### src/hw/rtl/utf8d_pkg.sv
// Shared types and constants for the UTF-8 byte decoder.
package utf8d_pkg;

  localparam int unsigned ByteW = 8;
  localparam int unsigned CpW   = 21;
  localparam int unsigned CntW  = 2;

  // Replacement character sent for an invalid lead byte
  localparam logic [CpW-1:0] Replacement = 21'h00FFFD;

  // Continuation bytes still expected after each kind of lead
  localparam logic [CntW-1:0] NeedNone  = 2'd0;
  localparam logic [CntW-1:0] NeedOne   = 2'd1;
  localparam logic [CntW-1:0] NeedTwo   = 2'd2;
  localparam logic [CntW-1:0] NeedThree = 2'd3;

  // Sequence assembly state
  typedef struct packed {
    logic [CpW-1:0]  partial_value;
    logic [CntW-1:0] bytes_needed;
  } dec_state_t;

  // One decode result
  typedef struct packed {
    logic           valid;
    logic [CpW-1:0] code_point;
    logic           invalid;
  } dec_result_t;

endpackage

### src/hw/rtl/utf8d_decode.sv
// Single-step UTF-8 decode: current state plus one byte gives next state and result.
module utf8d_decode (
  input  logic [utf8d_pkg::ByteW-1:0] byte_in,
  input  utf8d_pkg::dec_state_t       state,
  output utf8d_pkg::dec_state_t       state_next,
  output utf8d_pkg::dec_result_t      result
);

  logic                        is_cont;
  logic [utf8d_pkg::CpW-1:0]   shifted;
  logic [utf8d_pkg::CntW-1:0]  cnt_dec;
  utf8d_pkg::dec_state_t       lead_state;
  utf8d_pkg::dec_result_t      lead_result;

  assign is_cont = (byte_in[7:6] == 2'b10);
  assign shifted = {state.partial_value[utf8d_pkg::CpW-7:0], byte_in[5:0]};
  assign cnt_dec = state.bytes_needed - utf8d_pkg::NeedOne;

  // Lead byte decode from an empty state
  always_comb begin
    lead_state.partial_value = '0;
    lead_state.bytes_needed  = utf8d_pkg::NeedNone;
    lead_result.valid        = 1'b0;
    lead_result.code_point   = '0;
    lead_result.invalid      = 1'b0;
    if (byte_in[7] == 1'b0) begin
      lead_result.valid      = 1'b1;
      lead_result.code_point = {{(utf8d_pkg::CpW-utf8d_pkg::ByteW){1'b0}}, byte_in};
    end else if (byte_in[7:5] == 3'b110) begin
      lead_state.partial_value = {{(utf8d_pkg::CpW-5){1'b0}}, byte_in[4:0]};
      lead_state.bytes_needed  = utf8d_pkg::NeedOne;
    end else if (byte_in[7:4] == 4'b1110) begin
      lead_state.partial_value = {{(utf8d_pkg::CpW-4){1'b0}}, byte_in[3:0]};
      lead_state.bytes_needed  = utf8d_pkg::NeedTwo;
    end else if (byte_in[7:3] == 5'b11110) begin
      lead_state.partial_value = {{(utf8d_pkg::CpW-3){1'b0}}, byte_in[2:0]};
      lead_state.bytes_needed  = utf8d_pkg::NeedThree;
    end else begin
      lead_result.valid      = 1'b1;
      lead_result.code_point = utf8d_pkg::Replacement;
      lead_result.invalid    = 1'b1;
    end
  end

  // Continue an open sequence, or restart on a broken one
  always_comb begin
    state_next = lead_state;
    result     = lead_result;
    if (state.bytes_needed != utf8d_pkg::NeedNone && is_cont) begin
      result.invalid = 1'b0;
      if (cnt_dec == utf8d_pkg::NeedNone) begin
        state_next.partial_value = '0;
        state_next.bytes_needed  = utf8d_pkg::NeedNone;
        result.valid             = 1'b1;
        result.code_point        = shifted;
      end else begin
        state_next.partial_value = shifted;
        state_next.bytes_needed  = cnt_dec;
        result.valid             = 1'b0;
        result.code_point        = '0;
      end
    end
  end

endmodule

### src/hw/rtl/utf8_byte_decoder_core.sv
// Top level of the UTF-8 byte decoder: input register, decode step, result register.
// A byte passes the input register, then the result register, before its code point is offered.
// Throughput: one byte per cycle while no result waits under out_stall; utf8d_decode is combinational.
// Input and result registers decouple the channels, so one byte can be held in the input register while a result waits.
// Reset (synchronous, rst high) empties both registers and clears the partial value and count.
module utf8_byte_decoder_core (
  input  logic                        clk,
  input  logic                        rst,
  input  logic                        in_valid,
  output logic                        in_stall,
  input  logic [utf8d_pkg::ByteW-1:0] byte_req,
  output logic                        out_valid,
  input  logic                        out_stall,
  output logic [utf8d_pkg::CpW-1:0]   code_point,
  output logic                        invalid
);

  logic                        req_valid;
  logic [utf8d_pkg::ByteW-1:0] req_byte;
  logic                        step;
  utf8d_pkg::dec_state_t       state;
  utf8d_pkg::dec_state_t       state_next;
  utf8d_pkg::dec_result_t      dec_res;

  // Decode the held request when the result register can take its outcome
  assign step     = req_valid && !(out_valid && out_stall);
  assign in_stall = req_valid && !step;

  utf8d_decode u_decode (
    .byte_in    (req_byte),
    .state      (state),
    .state_next (state_next),
    .result     (dec_res)
  );

  // Input register
  always_ff @(posedge clk) begin
    if (rst) begin
      req_valid <= 1'b0;
    end else if (!in_stall) begin
      req_valid <= in_valid;
    end
  end

  always_ff @(posedge clk) begin
    if (in_valid && !in_stall) begin
      req_byte <= byte_req;
    end
  end

  // Sequence state
  always_ff @(posedge clk) begin
    if (rst) begin
      state.partial_value <= '0;
      state.bytes_needed  <= utf8d_pkg::NeedNone;
    end else if (step) begin
      state <= state_next;
    end
  end

  // Result register
  always_ff @(posedge clk) begin
    if (rst) begin
      out_valid <= 1'b0;
    end else if (step) begin
      out_valid <= dec_res.valid;
    end else if (!out_stall) begin
      out_valid <= 1'b0;
    end
  end

  always_ff @(posedge clk) begin
    if (step && dec_res.valid) begin
      code_point <= dec_res.code_point;
      invalid    <= dec_res.invalid;
    end
  end

endmodule
### config.mk
export PLATFORM = sky130hd
export DESIGN_NAME = utf8_byte_decoder_core
export DESIGN_NICKNAME = d
export VERILOG_FILES = /design/src/hw/rtl/utf8d_pkg.sv /design/src/hw/rtl/utf8d_decode.sv /design/src/hw/rtl/utf8_byte_decoder_core.sv
export SDC_FILE = /design/constraint.sdc
export NUM_CORES = 1
export LEC_CHECK = 0
export BUFFER_PORTS_ARGS = -buffer_cell sky130_fd_sc_hd__buf_2
export CORE_MARGIN = 4
export CORE_UTILIZATION = 40
export CTS_CLUSTER_SIZE = 28
export DETAILED_ROUTE_END_ITERATION = 8
export PLACE_DENSITY = 0.69
export SLEW_MARGIN = 10
export SYNTH_ARGS = -nofsm -noshare
export SYNTH_HDL_FRONTEND = slang
export SYNTH_SLANG_ARGS = --single-unit
### constraint.sdc
create_clock -name clk -period 3.9 [get_ports clk]
set_clock_uncertainty 0.05 [all_clocks]
set_input_delay 0.39 -clock clk [delete_from_list [all_inputs] [get_ports clk]]
set_output_delay 0.39 -clock clk [all_outputs]
set_load 0.02 [all_outputs]
==> results.yml <==
grt:
  combined_global_route_utilization_of_all_metal_layers_pct: 11.3
  maximum_number_of_pins_on_one_net_before_global_route_repair: 24
  vias_in_the_first_global_route: 1185
  antenna_found_initial: 0
  grt_first_pass_wirelength_um: 5490
  overflow: 0
detailed_routing:
  drt_iter0_drc: 80
  drc: 0
  vias_per_cell: 4.86
  ant_nets: 0
  routed_wl_um: 3300
  wl_per_cell_um: 12.1
  dr.pass1.iters: 4
  vias: 1321
timing:
  grt_setup_unrepaired: "no"
  final.min_clock_period_ns: 2.48
  slew-limit-headroom_pct: 39.0
  timing_max_transition_violations_final: 0
  timing.final.setup_violations: 0
  final.setup.worst_slack_ns: 1.42
  final_min_period_over_clock_period_pct: 63.7
  final_hold_viol_count: 0
  max_slew.worst_pin.slew_ns: 0.915
  setup-tns-final_ns: 0
  hold_slack_ns: 0.214
  fmaxAchievable_ghz: 0.402
pwr:
  power.density_cell_area_nw_per_um2: 445
  p_comb_share_pct: 8.9
  ir_worst_vdd_v: 0.000250
  static-leakage-power_nw: 0.902
  internal-power_w: 0.000799
  share_seq_of_total_power_pct: 56.6
  total_switching_power_w: 0.000240
  share_of_power_burned_in_the_clock_network_pct: 34.5
  power_switching_share_pct: 23.1
setup_path:
  cp_num_buf_inv: 1
  cp_data_required_time_ns: 3.78
  path_class: "register to register"
  endpoint_kind: "register"
  worst-path-stages: 5
  data_arrival_time_of_the_critical_path_ns: 2.36
  start_kind: "register"
  worst_path_largest_cell_delay_ns: 0.66
  cp_cell_sequence: "inv_1 -> ha_1 -> nor4b_4 -> a211oi_2 -> and2_1"
  crit_path_max_fanout: 22
  cpLargestDelayFamily: "simple AND/OR/NAND/NOR gates"
  reg2reg_depth: 5
  critical-path-slowest-cell: "nor4b_4"
synthesis:
  synth_fp_nets: 185
  netlist_instances: 171
  synth_sequential_area_ratio_pct: 63.6
  ys_seq_elements: 49
  syn-mean-instance-area_um2: 11.8
  synth_compound_gate_area_share_pct: 12.4
  yosys_warnings: 0
  synthesis.area_um2: 2020
  post_synthesis_share_of_cell_area_spent_on_full_adders_half_adders_and_majority_gates_pct: 1.24
  synthDistinctLibCells: 37
  mux_share_of_post_synthesis_cell_area_pct: 0
  synth_top_family_by_area: "simple AND/OR/NAND/NOR gates"
  synth_xor_xnor_area_share_pct: 0
  yosys.area_share.simple_pct: 19.4
hold_path:
  class_of_the_tightest_hold_or_removal_check: "input port to register"
  holdPathStages: 1
clock_network:
  clock_sinks: 49
  cts-buffers-inserted: 5
  post_cts.resized_instances: 0
  cts_htree_levels: 2
  path_clk_slew_ns: 0.09
  clock_tree_from_tritoncts: "done"
  postCtsSetupRepairBufs: 0
  clock_latency_ns: 0.30
  clk_root_buffer_cell: "clkbuf_8"
  hold_bufs_inserted_after_cts: 0
  maximum_clock_insertion_buffer_count: 2
layout:
  areaGrowthSynthToFinish_pct: 15.8
  drive_gt1_share_pct: 24.4
  finish.instance_area_um2: 2330
  diodes: 0
  finalNetCount: 218
run_status:
  status: "completed"
die:
  start_util_pct: 41.8
  top_level_i_o_count: 36
  floorplan.die.width_um: 79.0
  dieArea_um2: 6240
  rows: 25
  fp.coreArea_um2: 4820
  chipHeight_um: 79.0
placed_design:
  port-buffer-count: 35
  dpl-instance-area_um2: 2220
  hpwlAfterDp_um: 2220
  gpl.final_weighted_congestion: 0.859
  dpl_worst_slack_ns: 1.41
run:
  cap_violations: 0
[final cells by class]
| class | instances | area, um^2 |
|---|---|---|
| fill | 479 | 2480 |
| sequential | 49 | 1280 |
| multi-input combinational | 109 | 664 |
| timing repair buffer | 35 | 175 |
| tap | 67 | 83.8 |
| clock buffer | 5 | 68.8 |
| clock inverter | 3 | 46.3 |
| inverter | 4 | 15.0 |
[worst paths after layout]
path | slack (ns) | to | start
max | 1.42 | code_point[7]$_DFFE_PP_ | state[0]$_SDFFE_PP0P_
min | 0.21 | req_byte[3]$_DFFE_PP_ | byte_req[3]
max reg2reg | 1.42 | code_point[7]$_DFFE_PP_ | state[0]$_SDFFE_PP0P_
min reg2reg | 0.40 | state[16]$_SDFFE_PP0P_ | state[16]$_SDFFE_PP0P_
[power groups by stage]
stage | clock network, W | registers, W | logic [W]
CTS | 0.000365 | 0.000588 | 0.0000942
global placement | 0 | 0.000599 | 0.0000935
detailed placement | 0 | 0.000600 | 0.0000937
finish | 0.000358 | 0.000588 | 0.0000927
floorplan | 0 | 0.000612 | 0.0000543
global route | 0.000387 | 0.000591 | 0.000103
[cells in the mapped netlist]
cell type  instances  area share, %
nand2_1           34            6.3
edfxtp_1          30             45
dfxtp_1           19             19
a21oi_1           12            3.0
nand3_1           10            2.5
and2_1             7            2.2
a21o_1             6            2.2
nand3b_1           6            2.2
buf_2              5            1.2
o21ai_1            4           0.99
inv_1              3           0.56
nor2_1             3           0.56
a211oi_1           2           0.74
and3_1             2           0.62
buf_6              2            1.1
clkbuf_1           2           0.37
ha_1               2            1.2
nand2b_1           2           0.62
nor2b_1            2           0.62
a211oi_2           1           0.62
a21bo_2            1           0.50
a21boi_0           1           0.37
a21boi_4           1           0.93
a221o_1            1           0.50
a311oi_1           1           0.43
and2b_1            1           0.37
and3b_1            1           0.43
and4_1             1           0.43
and4bb_2           1           0.62
inv_2              1           0.19
nor3_1             1           0.25
nor4b_1            1           0.43
nor4b_4            1            1.2
o2111ai_1          1           0.43
o211ai_1           1           0.37
o21ai_4            1           0.81
o2bb2ai_1          1           0.43
[flip-flops by register name, indices dropped and copies added (netlist names)]
register / count
req_byte: 8
state: 17
code_point: 21
req_valid: 1
out_valid: 1
invalid: 1
[cell usage in the layout (no fill, tap or decap), types with 2 or more instances in the layout]
master | netlist | routed
nand3_1 | 10 | 10
and3_1 | 2 | 2
nand2b_1 | 2 | 2
o21ai_1 | 4 | 4
dfxtp_1 | 19 | 19
clkbuf_8 | 0 | 5
a21o_1 | 6 | 6
and2_1 | 7 | 7
nand3b_1 | 6 | 6
ha_1 | 2 | 2
a21oi_1 | 12 | 12
a211oi_1 | 2 | 2
nand2_1 | 34 | 34
inv_1 | 3 | 3
buf_2 | 5 | 35
nor2_1 | 3 | 3
edfxtp_1 | 30 | 30
nor2b_1 | 2 | 2
[through the flow]
| step | power [W] | utilization (%) | instances |
|---|---|---|---|
| 6_report | 0.00104 | 48.5 | 272 |
| 4_1_cts | 0.00105 | 48.5 | 272 |
| 5_1_grt | 0.00108 | 48.5 | 272 |
| 3_5_place_dp | 0.000693 | 46.1 | 264 |
| 3_3_place_gp | 0.000693 | 46.1 | 264 |
| 2_1_floorplan | 0.000666 | - | 171 |
[per-layer routing]
layer | track usage (%) | wire, um | vias up
li1 | - | - | 675
met1 | 14.3 | 1610 | 610
met2 | 17.8 | 1430 | 30
met3 | 3.85 | 194 | 6
met4 | 4.64 | 63 | 0
met5 | 0 | 0 | -
[kinds of logic after synthesis]
kind of cell / count (synthesis)
adders and majority gates: 2
buffers and inverters: 13
and+or+nand+nor: 73
DFF: 49
AOI/OAI and AO/OA: 34
No activity file was read; power rests on OpenSTA's default activity.
